==> src/rtl/ibc_pkg.sv <==
package ibc_pkg;

  localparam int IDX_W    = 6;
  localparam int VAL_W    = 32;
  localparam int CNT_W    = 16;
  localparam int MODE_W   = 2;
  localparam int CFG_A_W  = 3;
  localparam int CFG_D_W  = 32;

  localparam logic [MODE_W-1:0] MODE_TRAIN    = 2'd0;
  localparam logic [MODE_W-1:0] MODE_CLASSIFY = 2'd1;
  localparam logic [MODE_W-1:0] MODE_REINIT   = 2'd2;

  // Word index of the single configuration register.
  localparam logic REG_TRAIN_MIN = 1'b0;

  // 100.0 in Q16.16.
  localparam logic [VAL_W-1:0] LOWER_RESET = 32'd6553600;
  localparam logic [VAL_W-1:0] UPPER_RESET = '0;
  localparam logic [CNT_W-1:0] CNT_MAX     = '1;

  // Write request from the control logic to the bound table.
  typedef struct packed {
    logic             en;
    logic             fill;   // 1 stores new bounds, 0 returns the entry to reset
    logic [IDX_W-1:0] addr;
    logic [VAL_W-1:0] lower;
    logic [VAL_W-1:0] upper;
  } bound_wr_t;

endpackage

==> src/rtl/ibc_if.sv <==
interface ibc_in_if;
  import ibc_pkg::*;

  logic              valid;
  logic              ready;
  logic [MODE_W-1:0] mode;
  logic [IDX_W-1:0]  feature_index;
  logic [VAL_W-1:0]  feature_value;
  logic              last_feature;
  logic              is_spam;

  modport source (output valid, mode, feature_index, feature_value, last_feature, is_spam,
                  input ready);
  modport sink (input valid, mode, feature_index, feature_value, last_feature, is_spam,
                output ready);
endinterface

interface ibc_out_if;
  import ibc_pkg::*;

  logic             valid;
  logic             ready;
  logic             predict_spam;
  logic [CNT_W-1:0] ham_passed_count;
  logic [CNT_W-1:0] spam_caught_count;
  logic [CNT_W-1:0] spam_missed_count;
  logic [CNT_W-1:0] ham_flagged_count;

  modport source (output valid, predict_spam, ham_passed_count, spam_caught_count,
                  spam_missed_count, ham_flagged_count, input ready);
  modport sink (input valid, predict_spam, ham_passed_count, spam_caught_count,
                spam_missed_count, ham_flagged_count, output ready);
endinterface

==> src/rtl/ibc_apb_regs.sv <==
module ibc_apb_regs (
  input  logic                          clk,
  input  logic                          rst_n,
  input  logic                          psel,
  input  logic                          penable,
  input  logic                          pwrite,
  input  logic [ibc_pkg::CFG_A_W-1:0]   paddr,
  input  logic [ibc_pkg::CFG_D_W-1:0]   pwdata,
  output logic [ibc_pkg::CFG_D_W-1:0]   prdata,
  output logic                          pready,
  output logic [ibc_pkg::VAL_W-1:0]     train_min
);
  import ibc_pkg::*;

  logic [VAL_W-1:0] train_min_r;
  logic [VAL_W-1:0] train_min_nxt;
  logic             sel_train_min;

  assign sel_train_min = (paddr[2] == REG_TRAIN_MIN);
  assign pready        = 1'b1;

  always_comb begin
    train_min_nxt = train_min_r;
    if (psel && penable && pwrite && sel_train_min) begin
      train_min_nxt = pwdata;
    end
  end

  always_ff @(posedge clk) begin
    if (!rst_n) begin
      train_min_r <= '0;
    end else begin
      train_min_r <= train_min_nxt;
    end
  end

  assign prdata    = sel_train_min ? train_min_r : '0;
  assign train_min = train_min_r;

endmodule

==> src/rtl/ibc_bound_mem.sv <==
module ibc_bound_mem #(
  parameter int DEPTH  = 64,
  parameter int ADDR_W = 6
) (
  input  logic                       clk,
  input  logic                       rst_n,
  input  logic                       rd_en,
  input  logic [ibc_pkg::IDX_W-1:0]  rd_addr,
  output logic [ibc_pkg::VAL_W-1:0]  rd_lower,
  output logic [ibc_pkg::VAL_W-1:0]  rd_upper,
  input  ibc_pkg::bound_wr_t         wr
);
  import ibc_pkg::*;

  // Both bounds of a feature share one word: lower in the top half.
  logic [2*VAL_W-1:0] mem [DEPTH];
  logic [DEPTH-1:0]   entry_valid_r;
  logic [2*VAL_W-1:0] rd_word_r;
  logic               rd_valid_r;
  logic [ADDR_W-1:0]  ra;
  logic [ADDR_W-1:0]  wa;

  assign ra = rd_addr[ADDR_W-1:0];
  assign wa = wr.addr[ADDR_W-1:0];

  always_ff @(posedge clk) begin
    if (wr.en && wr.fill) begin
      mem[wa] <= {wr.lower, wr.upper};
    end
    if (rd_en) begin
      rd_word_r <= mem[ra];
    end
  end

  // An entry that has never been filled since reset or since its last
  // reinitialisation reads as the reset bounds.
  always_ff @(posedge clk) begin
    if (!rst_n) begin
      entry_valid_r <= '0;
      rd_valid_r    <= 1'b0;
    end else begin
      if (wr.en) begin
        entry_valid_r[wa] <= wr.fill;
      end
      if (rd_en) begin
        rd_valid_r <= entry_valid_r[ra];
      end
    end
  end

  assign rd_lower = rd_valid_r ? rd_word_r[2*VAL_W-1:VAL_W] : LOWER_RESET;
  assign rd_upper = rd_valid_r ? rd_word_r[VAL_W-1:0]       : UPPER_RESET;

endmodule

==> src/rtl/ibc_ctrl.sv <==
module ibc_ctrl #(
  parameter int FEATURES = 64
) (
  input  logic                      clk,
  input  logic                      rst_n,
  ibc_in_if.sink                    in_chan,
  ibc_out_if.source                 out_chan,
  input  logic [ibc_pkg::VAL_W-1:0] train_min,
  output logic                      rd_en,
  output logic [ibc_pkg::IDX_W-1:0] rd_addr,
  input  logic [ibc_pkg::VAL_W-1:0] rd_lower,
  input  logic [ibc_pkg::VAL_W-1:0] rd_upper,
  output ibc_pkg::bound_wr_t        wr
);
  import ibc_pkg::*;

  localparam int unsigned FEAT_U = FEATURES;

  function automatic logic [CNT_W-1:0] sat_inc(input logic [CNT_W-1:0] c);
    sat_inc = (c == CNT_MAX) ? c : c + 1'b1;
  endfunction

  logic              busy_r, busy_nxt;
  logic [MODE_W-1:0] mode_r;
  logic [IDX_W-1:0]  idx_r;
  logic [VAL_W-1:0]  val_r;
  logic              last_r;
  logic              spam_r;
  logic              in_range_r;

  logic              outside_r, outside_nxt;
  logic [CNT_W-1:0]  ham_passed_r, ham_passed_nxt;
  logic [CNT_W-1:0]  spam_caught_r, spam_caught_nxt;
  logic [CNT_W-1:0]  spam_missed_r, spam_missed_nxt;
  logic [CNT_W-1:0]  ham_flagged_r, ham_flagged_nxt;

  logic              out_valid_r, out_valid_nxt;
  logic              out_pred_r;
  logic [CNT_W-1:0]  out_ham_passed_r;
  logic [CNT_W-1:0]  out_spam_caught_r;
  logic [CNT_W-1:0]  out_spam_missed_r;
  logic [CNT_W-1:0]  out_ham_flagged_r;

  logic              accept;
  logic              need_out;
  logic              stall;
  logic              done;
  logic              below;
  logic              above;
  logic              hit;
  logic              predict;

  assign accept        = in_chan.valid && in_chan.ready;
  assign in_chan.ready = !busy_r;
  assign rd_en         = accept;
  assign rd_addr       = in_chan.feature_index;

  assign below    = val_r < rd_lower;
  assign above    = val_r > rd_upper;
  assign hit      = in_range_r && (val_r != '0) && (below || above);
  assign predict  = outside_r || hit;
  assign need_out = (mode_r == MODE_CLASSIFY) && last_r;
  // A result can only be loaded once the previous one has gone or is going.
  assign stall    = need_out && out_valid_r && !out_chan.ready;
  assign done     = busy_r && !stall;

  always_comb begin
    busy_nxt        = busy_r;
    outside_nxt     = outside_r;
    ham_passed_nxt  = ham_passed_r;
    spam_caught_nxt = spam_caught_r;
    spam_missed_nxt = spam_missed_r;
    ham_flagged_nxt = ham_flagged_r;
    out_valid_nxt   = out_valid_r && !out_chan.ready;
    wr              = '{en: 1'b0, fill: 1'b0, addr: idx_r,
                        lower: rd_lower, upper: rd_upper};
    if (accept) begin
      busy_nxt = 1'b1;
    end
    if (done) begin
      busy_nxt = 1'b0;
      case (mode_r)
        MODE_TRAIN: begin
          if (in_range_r && !spam_r && (val_r > train_min)) begin
            wr.en    = 1'b1;
            wr.fill  = 1'b1;
            wr.lower = below ? val_r : rd_lower;
            wr.upper = above ? val_r : rd_upper;
          end
        end
        MODE_CLASSIFY: begin
          if (last_r) begin
            outside_nxt   = 1'b0;
            out_valid_nxt = 1'b1;
            if (spam_r) begin
              if (predict) spam_caught_nxt = sat_inc(spam_caught_r);
              else         spam_missed_nxt = sat_inc(spam_missed_r);
            end else begin
              if (predict) ham_flagged_nxt = sat_inc(ham_flagged_r);
              else         ham_passed_nxt  = sat_inc(ham_passed_r);
            end
          end else begin
            outside_nxt = predict;
          end
        end
        MODE_REINIT: begin
          wr.en = in_range_r;
          if (last_r) begin
            outside_nxt     = 1'b0;
            ham_passed_nxt  = '0;
            spam_caught_nxt = '0;
            spam_missed_nxt = '0;
            ham_flagged_nxt = '0;
          end
        end
        default: begin
        end
      endcase
    end
  end

  always_ff @(posedge clk) begin
    if (!rst_n) begin
      busy_r        <= 1'b0;
      outside_r     <= 1'b0;
      ham_passed_r  <= '0;
      spam_caught_r <= '0;
      spam_missed_r <= '0;
      ham_flagged_r <= '0;
      out_valid_r   <= 1'b0;
    end else begin
      busy_r        <= busy_nxt;
      outside_r     <= outside_nxt;
      ham_passed_r  <= ham_passed_nxt;
      spam_caught_r <= spam_caught_nxt;
      spam_missed_r <= spam_missed_nxt;
      ham_flagged_r <= ham_flagged_nxt;
      out_valid_r   <= out_valid_nxt;
    end
  end

  always_ff @(posedge clk) begin
    if (accept) begin
      mode_r     <= in_chan.mode;
      idx_r      <= in_chan.feature_index;
      val_r      <= in_chan.feature_value;
      last_r     <= in_chan.last_feature;
      spam_r     <= in_chan.is_spam;
      in_range_r <= (32'(in_chan.feature_index) < FEAT_U);
    end
    if (done && need_out) begin
      out_pred_r        <= predict;
      out_ham_passed_r  <= ham_passed_nxt;
      out_spam_caught_r <= spam_caught_nxt;
      out_spam_missed_r <= spam_missed_nxt;
      out_ham_flagged_r <= ham_flagged_nxt;
    end
  end

  // The result item holds its own copy of the counters, so a reinitialisation
  // that runs while it waits cannot disturb it.
  assign out_chan.valid             = out_valid_r;
  assign out_chan.predict_spam      = out_pred_r;
  assign out_chan.ham_passed_count  = out_ham_passed_r;
  assign out_chan.spam_caught_count = out_spam_caught_r;
  assign out_chan.spam_missed_count = out_spam_missed_r;
  assign out_chan.ham_flagged_count = out_ham_flagged_r;

endmodule

==> src/rtl/interval_box_classifier_top.sv <==
// Interval box classifier.
// The input channel carries one feature of one instance per item: mode,
// index, Q16.16 value, a last-feature mark and the label. Train items widen
// the feature's lower/upper bounds, reinit items restore one entry (and with
// the last mark clear the counters), classify items test the value against
// its interval. A classify item with the last mark yields one result item
// with the prediction and four saturating confusion counters.
// The configuration port holds train_min_value at byte address 0.
// Each item first reads its bound entry from the table memory, then updates
// it and writes it back; a new item is taken only once the previous one is
// done. The item is registered when accepted, and its result is then loaded.
// The result sits in an output register; while it waits, further items that
// produce no result keep flowing, and only an item that needs the output
// register holds until the receiver has taken the previous result.
// Reset clears the counters, the instance flag and the per-entry valid bits,
// so every table entry reads as its reset bounds at once; no clearing pass.
module interval_box_classifier_top #(
  parameter int FEATURES = 64
) (
  input  logic                        clk,
  input  logic                        rst_n,
  ibc_in_if.sink                      in_chan,
  ibc_out_if.source                   out_chan,
  input  logic                        psel,
  input  logic                        penable,
  input  logic                        pwrite,
  input  logic [ibc_pkg::CFG_A_W-1:0] paddr,
  input  logic [ibc_pkg::CFG_D_W-1:0] pwdata,
  output logic [ibc_pkg::CFG_D_W-1:0] prdata,
  output logic                        pready
);
  import ibc_pkg::*;

  // Only 64 indices are addressable, so at most 64 table entries exist.
  localparam int DEPTH  = (FEATURES < (1 << IDX_W)) ? FEATURES : (1 << IDX_W);
  localparam int ADDR_W = (DEPTH > 1) ? $clog2(DEPTH) : 1;

  logic [VAL_W-1:0] train_min;
  logic             rd_en;
  logic [IDX_W-1:0] rd_addr;
  logic [VAL_W-1:0] rd_lower;
  logic [VAL_W-1:0] rd_upper;
  bound_wr_t        wr;

  ibc_apb_regs u_regs (
    .clk       (clk),
    .rst_n     (rst_n),
    .psel      (psel),
    .penable   (penable),
    .pwrite    (pwrite),
    .paddr     (paddr),
    .pwdata    (pwdata),
    .prdata    (prdata),
    .pready    (pready),
    .train_min (train_min)
  );

  ibc_bound_mem #(
    .DEPTH  (DEPTH),
    .ADDR_W (ADDR_W)
  ) u_mem (
    .clk      (clk),
    .rst_n    (rst_n),
    .rd_en    (rd_en),
    .rd_addr  (rd_addr),
    .rd_lower (rd_lower),
    .rd_upper (rd_upper),
    .wr       (wr)
  );

  ibc_ctrl #(
    .FEATURES (FEATURES)
  ) u_ctrl (
    .clk       (clk),
    .rst_n     (rst_n),
    .in_chan   (in_chan),
    .out_chan  (out_chan),
    .train_min (train_min),
    .rd_en     (rd_en),
    .rd_addr   (rd_addr),
    .rd_lower  (rd_lower),
    .rd_upper  (rd_upper),
    .wr        (wr)
  );

endmodule

==> src/flat_wrapper.sv <==
// flat-port wrapper written by rule: the top's interface ports become plain ports
module interval_box_classifier_top_flat import ibc_pkg::*;
#(
  parameter int FEATURES = 64
)
  (clk, rst_n, psel, penable, pwrite, paddr, pwdata, prdata, pready, in_chan_valid, in_chan_mode, in_chan_feature_index, in_chan_feature_value, in_chan_last_feature, in_chan_is_spam, in_chan_ready, out_chan_valid, out_chan_predict_spam, out_chan_ham_passed_count, out_chan_spam_caught_count, out_chan_spam_missed_count, out_chan_ham_flagged_count, out_chan_ready);
  ibc_in_if in_chan_i ();
  ibc_out_if out_chan_i ();
  input  logic clk;
  input  logic rst_n;
  input  logic psel;
  input  logic penable;
  input  logic pwrite;
  input  logic [ibc_pkg::CFG_A_W-1:0] paddr;
  input  logic [ibc_pkg::CFG_D_W-1:0] pwdata;
  output logic [ibc_pkg::CFG_D_W-1:0] prdata;
  output logic pready;
  input wire logic [$bits(in_chan_i.valid)-1:0] in_chan_valid;
  input wire logic [$bits(in_chan_i.mode)-1:0] in_chan_mode;
  input wire logic [$bits(in_chan_i.feature_index)-1:0] in_chan_feature_index;
  input wire logic [$bits(in_chan_i.feature_value)-1:0] in_chan_feature_value;
  input wire logic [$bits(in_chan_i.last_feature)-1:0] in_chan_last_feature;
  input wire logic [$bits(in_chan_i.is_spam)-1:0] in_chan_is_spam;
  output wire logic [$bits(in_chan_i.ready)-1:0] in_chan_ready;
  output wire logic [$bits(out_chan_i.valid)-1:0] out_chan_valid;
  output wire logic [$bits(out_chan_i.predict_spam)-1:0] out_chan_predict_spam;
  output wire logic [$bits(out_chan_i.ham_passed_count)-1:0] out_chan_ham_passed_count;
  output wire logic [$bits(out_chan_i.spam_caught_count)-1:0] out_chan_spam_caught_count;
  output wire logic [$bits(out_chan_i.spam_missed_count)-1:0] out_chan_spam_missed_count;
  output wire logic [$bits(out_chan_i.ham_flagged_count)-1:0] out_chan_ham_flagged_count;
  input wire logic [$bits(out_chan_i.ready)-1:0] out_chan_ready;
  assign in_chan_i.valid = in_chan_valid;
  assign in_chan_i.mode = in_chan_mode;
  assign in_chan_i.feature_index = in_chan_feature_index;
  assign in_chan_i.feature_value = in_chan_feature_value;
  assign in_chan_i.last_feature = in_chan_last_feature;
  assign in_chan_i.is_spam = in_chan_is_spam;
  assign in_chan_ready = in_chan_i.ready;
  assign out_chan_valid = out_chan_i.valid;
  assign out_chan_predict_spam = out_chan_i.predict_spam;
  assign out_chan_ham_passed_count = out_chan_i.ham_passed_count;
  assign out_chan_spam_caught_count = out_chan_i.spam_caught_count;
  assign out_chan_spam_missed_count = out_chan_i.spam_missed_count;
  assign out_chan_ham_flagged_count = out_chan_i.ham_flagged_count;
  assign out_chan_i.ready = out_chan_ready;
  interval_box_classifier_top #(.FEATURES(FEATURES)) u_core (.clk(clk), .rst_n(rst_n), .in_chan(in_chan_i), .out_chan(out_chan_i), .psel(psel), .penable(penable), .pwrite(pwrite), .paddr(paddr), .pwdata(pwdata), .prdata(prdata), .pready(pready));
endmodule
==> config.mk <==
export PLATFORM = sky130hd
export DESIGN_NAME = interval_box_classifier_top_flat
export DESIGN_NICKNAME = d
export VERILOG_FILES = /design/src/rtl/ibc_pkg.sv /design/src/rtl/ibc_if.sv /design/src/rtl/ibc_apb_regs.sv /design/src/rtl/ibc_bound_mem.sv /design/src/rtl/ibc_ctrl.sv /design/src/rtl/interval_box_classifier_top.sv /design/src/flat_wrapper.sv
export SDC_FILE = /design/constraint.sdc
export NUM_CORES = 2
export LEC_CHECK = 0
export BUFFER_PORTS_ARGS = -buffer_cell sky130_fd_sc_hd__buf_2
export CAP_MARGIN = 10
export CORE_AREA = 2 2 622 624
export CTS_CLUSTER_SIZE = 28
export DETAILED_ROUTE_END_ITERATION = 10
export DIE_AREA = 0 0 624 626
export PLACE_DENSITY = 0.64
export SLEW_MARGIN = 20
export SYNTH_ARGS = -nofsm -noshare
export SYNTH_HDL_FRONTEND = slang
export SYNTH_SLANG_ARGS = --single-unit
==> constraint.sdc <==
create_clock -name clk -period 8.7 [get_ports clk]
set_input_delay 1.74 -clock clk [delete_from_list [all_inputs] [get_ports clk]]
set_output_delay 1.74 -clock clk [all_outputs]
set_load 0.005 [all_outputs]
==> Word-level counts from Yosys, hierarchy flattened <==
Memory sizes are Yosys's and may differ from the RTL's. A register that Yosys moved wholly into a read port is not among the register bits.
Cells that the tools add are included.
{ "classes": {"addsub": 4, "n_lt_le_gt_ge": 6, "eq_ne": 7, "muxes": 53, "bitwise": 2, "reduce_logical": 25} }
{ "op_table": {"columns": ["cell", "n"], "rows": [
  ["16-bit two-way mux", 24],
  ["64-bit two-way mux", 3],
  ["32-bit two-way mux", 5],
  ["16-bit one-hot mux with 2 select lines", 4],
  ["16-bit by 1-bit adder with 16-bit output, second input constant", 4],
  ["64-bit bitwise mux", 1],
  ["16-bit equality test, second input constant", 4],
  ["32-bit greater-than comparator", 2],
  ["32-bit less-than comparator", 1],
  ["32-bit nonzero test", 1],
  ["1-bit logical AND", 14],
  ["6-bit by 7-bit less-than comparator with 1-bit output, second input constant", 2],
  ["1-bit two-way mux", 10],
  ["1-bit binary-select mux with 6-bit select", 1],
  ["1-bit demux with 6-bit select", 1],
  ["6-bit by 1-bit >= comparator with 1-bit output, second input constant", 1],
  ["1-bit logical NOT", 4],
  ["2-bit two-way mux", 2],
  ["1-bit one-hot mux with 2 select lines", 2],
  ["3-bit AND reduction", 1],
  ["2-bit by 1-bit equality test with 1-bit output, second input constant", 1],
  ["2-bit equality test, second input constant", 1],
  ["2-bit logical NOT", 1],
  ["1-bit logical OR", 2],
  ["other kinds (4)", 5]
]} }
{ "totals": {"ff_bits": 271, "ram_bits": 4096, "input_bits": 84, "out_inout_bits": 100, "elab_cells": 118, "n_memories": 1} }
{ "mem_list": {"columns": ["memory", "words", "word_bits", "rd", "rd_ports_with_merged_regs", "write_ports", "line", "text"], "rows": [
  ["u_core.u_mem.mem", 64, 64, 1, 1, 1, "ibc_bound_mem.sv:16", "logic [2*VAL_W-1:0] mem [DEPTH];"]
]} }

==> Logic depth before layout (Yosys ltp) <==
{ "depth": {"word_depth": 10, "ltp_mapped": 17, "mapped_depth_nobuf": 12} }

==> Modules after synthesis <==
From an unflattened synthesis, not the netlist that was laid out.
{ "unflattened": {"hier_cells": 7750, "hier_area_um2": 173589.0} }
{ "modules_own_cells": {"columns": ["mod", "instances", "cells_each", "area_each_um2", "seq_area_each_um2"], "rows": [
  ["ibc_bound_mem", 1, 6262, 160380.1, 126221.1],
  ["ibc_ctrl", 1, 1311, 11671.2, 4554.4],
  ["ibc_apb_regs", 1, 177, 1537.7, 640.6]
]} }

==> Worst setup path before layout <==
OpenSTA, ideal clock, no wires.
{ "synth_timing": {"path_kind": "input-to-reg", "start": "in in_chan_valid", "end": "reg u_core.u_mem.rd_valid_r", "setup_ps": 128, "t_arrival_ps": 6931, "t_required_ps": 8572, "path_slack_ps": 1641, "path_stages": 3, "cell_sequence": "nor2b_1 mux2i_1 nor2_1"} }
{ "synth_via": {"elab_chain_cells": 1} }
{ "synth_rtl": {"columns": ["item", "line", "text"], "rows": [
  ["start, declared", "flat_wrapper.sv:18", "input wire logic [$bits(in_chan_i.valid)-1:0] in_chan_valid;"],
  ["1-bit logical AND", "ibc_ctrl.sv:53", "assign accept = in_chan.valid && in_chan.ready;"],
  ["end signal, assigned", "ibc_bound_mem.sv:46", "rd_valid_r <= entry_valid_r[ra];"],
  ["end, declared", "ibc_bound_mem.sv:19", "logic rd_valid_r;"]
]} }
Every way passes these cells.
A chain may end at the register's enable or synchronous reset.

==> Worst setup path after layout <==
{ "layout_timing": {"start": "reg u_core.u_regs.train_min_r[18], in the netlist u_core.u_regs.train_min[18]", "end": "mem u_core.u_mem.mem[56][62] (netlist name) (enable)"} }
{ "layout_via": {"elab_chain_cells": 8, "word_cells_on_any_way": 9} }
{ "layout_rtl": {"columns": ["item", "line", "text"], "rows": [
  ["start, declared", "ibc_apb_regs.sv:15", "logic [VAL_W-1:0] train_min_r;"],
  ["start signal, assigned", "ibc_apb_regs.sv:33", "train_min_r <= train_min_nxt;"],
  ["32-bit greater-than comparator *", "ibc_ctrl.sv:84", "if (in_range_r && !spam_r && (val_r > train_min)) begin"],
  ["1-bit logical AND *", "ibc_ctrl.sv:84", null],
  ["2-bit two-way mux *", "ibc_ctrl.sv:84", null],
  ["1-bit one-hot mux with 2 select lines / 1-bit two-way mux (equally long branches)", "ibc_ctrl.sv:82", "case (mode_r)"],
  ["2-bit two-way mux *", "ibc_ctrl.sv:80", "if (done) begin"],
  ["1-bit logical AND *", "ibc_bound_mem.sv:27", "if (wr.en && wr.fill) begin"],
  ["1-bit two-way mux *", "ibc_bound_mem.sv:27", null],
  ["1-bit two-way mux (not written as such) *", "ibc_bound_mem.sv:28", "mem[wa] <= {wr.lower, wr.upper};"],
  ["end, declared", "ibc_bound_mem.sv:16", null]
]} }
Every way passes the cells marked *; elsewhere a longest branch is shown, timed or not.

==> impl_metrics.toml <==
[logic_synthesis]
synthesis.area_um2 = 172000
yosysMostFrequentCell = "sky130_fd_sc_hd__edfxtp_1"
post_synth_most_frequent_cells = "4267 x sky130_fd_sc_hd__edfxtp_1, 1365 x sky130_fd_sc_hd__mux4_2, 299 x sky130_fd_sc_hd__nand2_1"
synth_enable_flop_cells = 4267
synth_instances = 7685
syn-num-nets = 7871
yosys.area.top_type_share_pct = 74.3
synth.lib_cells_used.distinct = 82
synthesis.yosys.warnings = 0
netlist_top_cells_area = "sky130_fd_sc_hd__edfxtp_1 74%, sky130_fd_sc_hd__mux4_2 18%, sky130_fd_sc_hd__dfxtp_1 1.9%"
synth_sequential_area_ratio_pct = 76.2
synth_top_flop_cell = "sky130_fd_sc_hd__edfxtp_1"
synth_top_cell_by_area = "sky130_fd_sc_hd__edfxtp_1"
postSynthRegisterBits = 4431
async_reset_ff_share_pct = 0
syn-mean-instance-area_um2 = 22.4

[sta]
min_period_ps = 6190
rsz0062_at_grt = "false"
final_max_slew_viol_count = 0
fin_setup_tns_ps = 0
timing.final.setup_violations = 0
holdWs_ps = 454
achievable-frequency_ghz = 0.162
fin_worst_skew_ps = 138
timing_hold_violations_final = 0
timing.max_slew.rel_slack_pct = 18.5
timing.final.crit_share_pct = 71.1
max_slew.worst_pin.slew_ps = 1220

[cts]
tritoncts.num_buffers = 438
cts-root-buf = "sky130_fd_sc_hd__clkbuf_16"
clock_tree_from_tritoncts = "built"
clk-insertion-delay-late_ps = 1040
path_clk_slew_ps = 60
htreeDepth = 5
cts-hold-fix-buffers = 0
clockBufferDepth = 4
post_cts.repair.setup_buffers = 0
clock_sink_count = 4431
postCtsResizedCells = 0

[power]
fraction_of_power_spent_switching_nets_pct = 20.6
static-leakage-power_nw = 60.5
power.switching_mw = 8.86
cellPowerDensity_nw_per_um2 = 219
power.ir.vdd_worst_mv = 0.193
pwr-share-clk_pct = 43.2
intPower_mw = 34.1
comb_power_share_pct = 2.8
pwr-share-seq_pct = 54.0

[routing]
drt_pre_antenna_iters = 8
routed_wirelength_mm = 469
drtAntennaViolNets = 0
drcViolationCount = 0
dr_total_vias = 86300
avgRoutedWirePerCell_um = 34.5
route.detailed.vias_per_inst = 6.34
drt-initial-drc-count = 11900

[grt]
grt_overflow_total = 0
grt.met2_usage_pct = 38.0
first_global_vias = 84900
grt_util_met1_pct = 32.9
number_of_antenna_violations_at_the_first_check_in_global_routing = 19
global_route.usage.total_pct = 23.8
grt_util_met3_pct = 4.13
global_route.peak_usage_layer = "met2"
grt_start_max_net_pins = 130
grt_pass1_wl_mm = 655

[layout]
share_of_cells_above_drive_strength_1_pct = 30.3
layout-area-overhead-vs-synth_pct = 13.8
nNetsFinal = 8356
filler_cell_count = 29500
fin_util_pct = 51.0

[die]
design.die.area_um2 = 391000
floorplan.die.width_um = 624
initial_utilization_pct = 44.9
core_area_um2 = 384000
io_pins = 184
chipHeight_um = 626
std_cell_rows = 228

[setup_path]
start_kind = "flop"
cp_max_fo = 21
critical_path.most_common_cell = "sky130_fd_sc_hd__buf_4"
worstPathCellList = "inv_1, ha_1, nand4_1, nor3_1, and3_1, o311ai_1, buf_4, a31oi_4, nand3_1, nor2_4, buf_4"
data_arrival_time_of_the_worst_path_ps = 6780
cp_data_required_time_ps = 9290
critical_path.max_stage_delay_ps = 1170
crit_type = "flop to flop"
critPathSlowestCell = "sky130_fd_sc_hd__nor2_4"
worstPathBufferInverterCount = 3
end_kind = "flop"
crit_family = "simple AND/OR/NAND/NOR gates"

[flow_run]
cap_viol_max_count = 0

[placed_design]
gpl.final_weighted_congestion = 0.879
detailed_place_hpwl_mm = 259
io_buffer_count = 180

[status]
outcome = "finished, final reports clean"

[hold_path]
worst_hold_path_type = "flop to flop"
-- sequential cells by signal, indices dropped and copies added (netlist names), 2 cells and up --
register and flops:
u_core.u_ctrl.spam_caught_r 16, u_core.u_ctrl.ham_passed_r 16, u_core.u_ctrl.out_chan.ham_passed_count 16, u_core.u_ctrl.mode_r 2
u_core.u_ctrl.idx_r 6, u_core.u_ctrl.out_chan.spam_caught_count 16, u_core.u_ctrl.ham_flagged_r 16, u_core.u_ctrl.val_r 32
u_core.u_ctrl.out_chan.spam_missed_count 16, u_core.u_mem.entry_valid_r 64, u_core.u_ctrl.out_chan.ham_flagged_count 16, u_core.u_mem.mem 4096
u_core.u_regs.train_min 32, u_core.u_mem.rd_word_r 64, u_core.u_ctrl.spam_missed_r 16
-- cells in the final DEF (no fill, tap or decap), drive strengths merged, types with 67 or more instances in the layout --
master | Yosys | final
a21oi | 108 | 108
buf | 138 | 480
clkbuf | 298 | 577
clkinv | 1 | 182
dfxtp | 164 | 164
edfxtp | 4267 | 4267
ha | 102 | 102
inv | 56 | 67
mux4 | 1365 | 1365
nand2 | 301 | 301
nand3 | 130 | 130
nor2 | 155 | 155
o211ai | 87 | 87
o21ai | 166 | 166
-- power groups by stage --
stage	combinational, mW	clock [mW]	sequential, mW
6_report	1.20	18.6	23.2
5_1_grt	1.27	19.6	23.2
4_1_cts	1.21	18.8	23.2
3_5_place_dp	1.21	0	23.6
3_3_place_gp	1.20	0	23.6
2_1_floorplan	0.807	0	23.6
-- through the flow --
step / worst slack, ps / cell area (µm²) / cells / power [mW]
floorplan: 1640 / 172000 / 7685 / 24.4
global placement: 2110 / 182000 / 12800 / 24.8
detailed placement: 2000 / 182000 / 12800 / 24.8
CTS: 2570 / 196000 / 13600 / 43.2
global route: 2520 / 196000 / 13600 / 44.1
finish: 2510 / 196000 / 13600 / 42.9
-- routing by layer --
| layer | share of wire [%] | vias up |
|---|---|---|
| met3 | 9.3 | 870 |
| met2 | 48 | 4827 |
| met1 | 39 | 46800 |
| met5 | 0.0030 | - |
| li1 | - | 33800 |
| met4 | 4.4 | 2 |
-- kinds of logic after synthesis --
kind of cell | share of synthesized area (%)
fa+ha+maj | 0.740
simple gates | 2.06
compound gates | 1.95
other cells | 0.00218
buf+inv | 1.15
mux | 17.9
flops | 76.2
-- final timing paths --
path / start / slack [ps] / cells past startpoint / to
max: u_core.u_regs.train_min[18] / 2510 / 11 / u_core.u_mem.mem[56][62]
min: u_core.u_regs.train_min[14] / 450 / 2 / u_core.u_regs.train_min[14]
max reg2reg: u_core.u_regs.train_min[18] / 2510 / 11 / u_core.u_mem.mem[56][62]
min reg2reg: u_core.u_regs.train_min[14] / 450 / 2 / u_core.u_regs.train_min[14]
-- worst reg2reg max path, stage by stage, from the launching register on --
cell and delay, ps:
sky130_fd_sc_hd__dfxtp_1 340, sky130_fd_sc_hd__inv_1 230, sky130_fd_sc_hd__ha_1 400, sky130_fd_sc_hd__nand4_1 120, sky130_fd_sc_hd__nor3_1 550, sky130_fd_sc_hd__and3_1 470
sky130_fd_sc_hd__o311ai_1 180, sky130_fd_sc_hd__buf_4 210, sky130_fd_sc_hd__a31oi_4 560, sky130_fd_sc_hd__nand3_1 800, sky130_fd_sc_hd__nor2_4 1170, sky130_fd_sc_hd__buf_4 670
-- cell type report --
type	count	area [µm²]	share of cell area, %
sequential	4431	131000	67.0
multi-input combinational	2761	39900	20.3
antenna	4	10.0	0.00510
tap	5060	6330	3.23
timing repair buffer	481	4150	2.11
clock inverter	235	2350	1.20
inverter	57	214	0.109
clock buffer	576	11800	5.99
(Power assumes the default switching activity.)
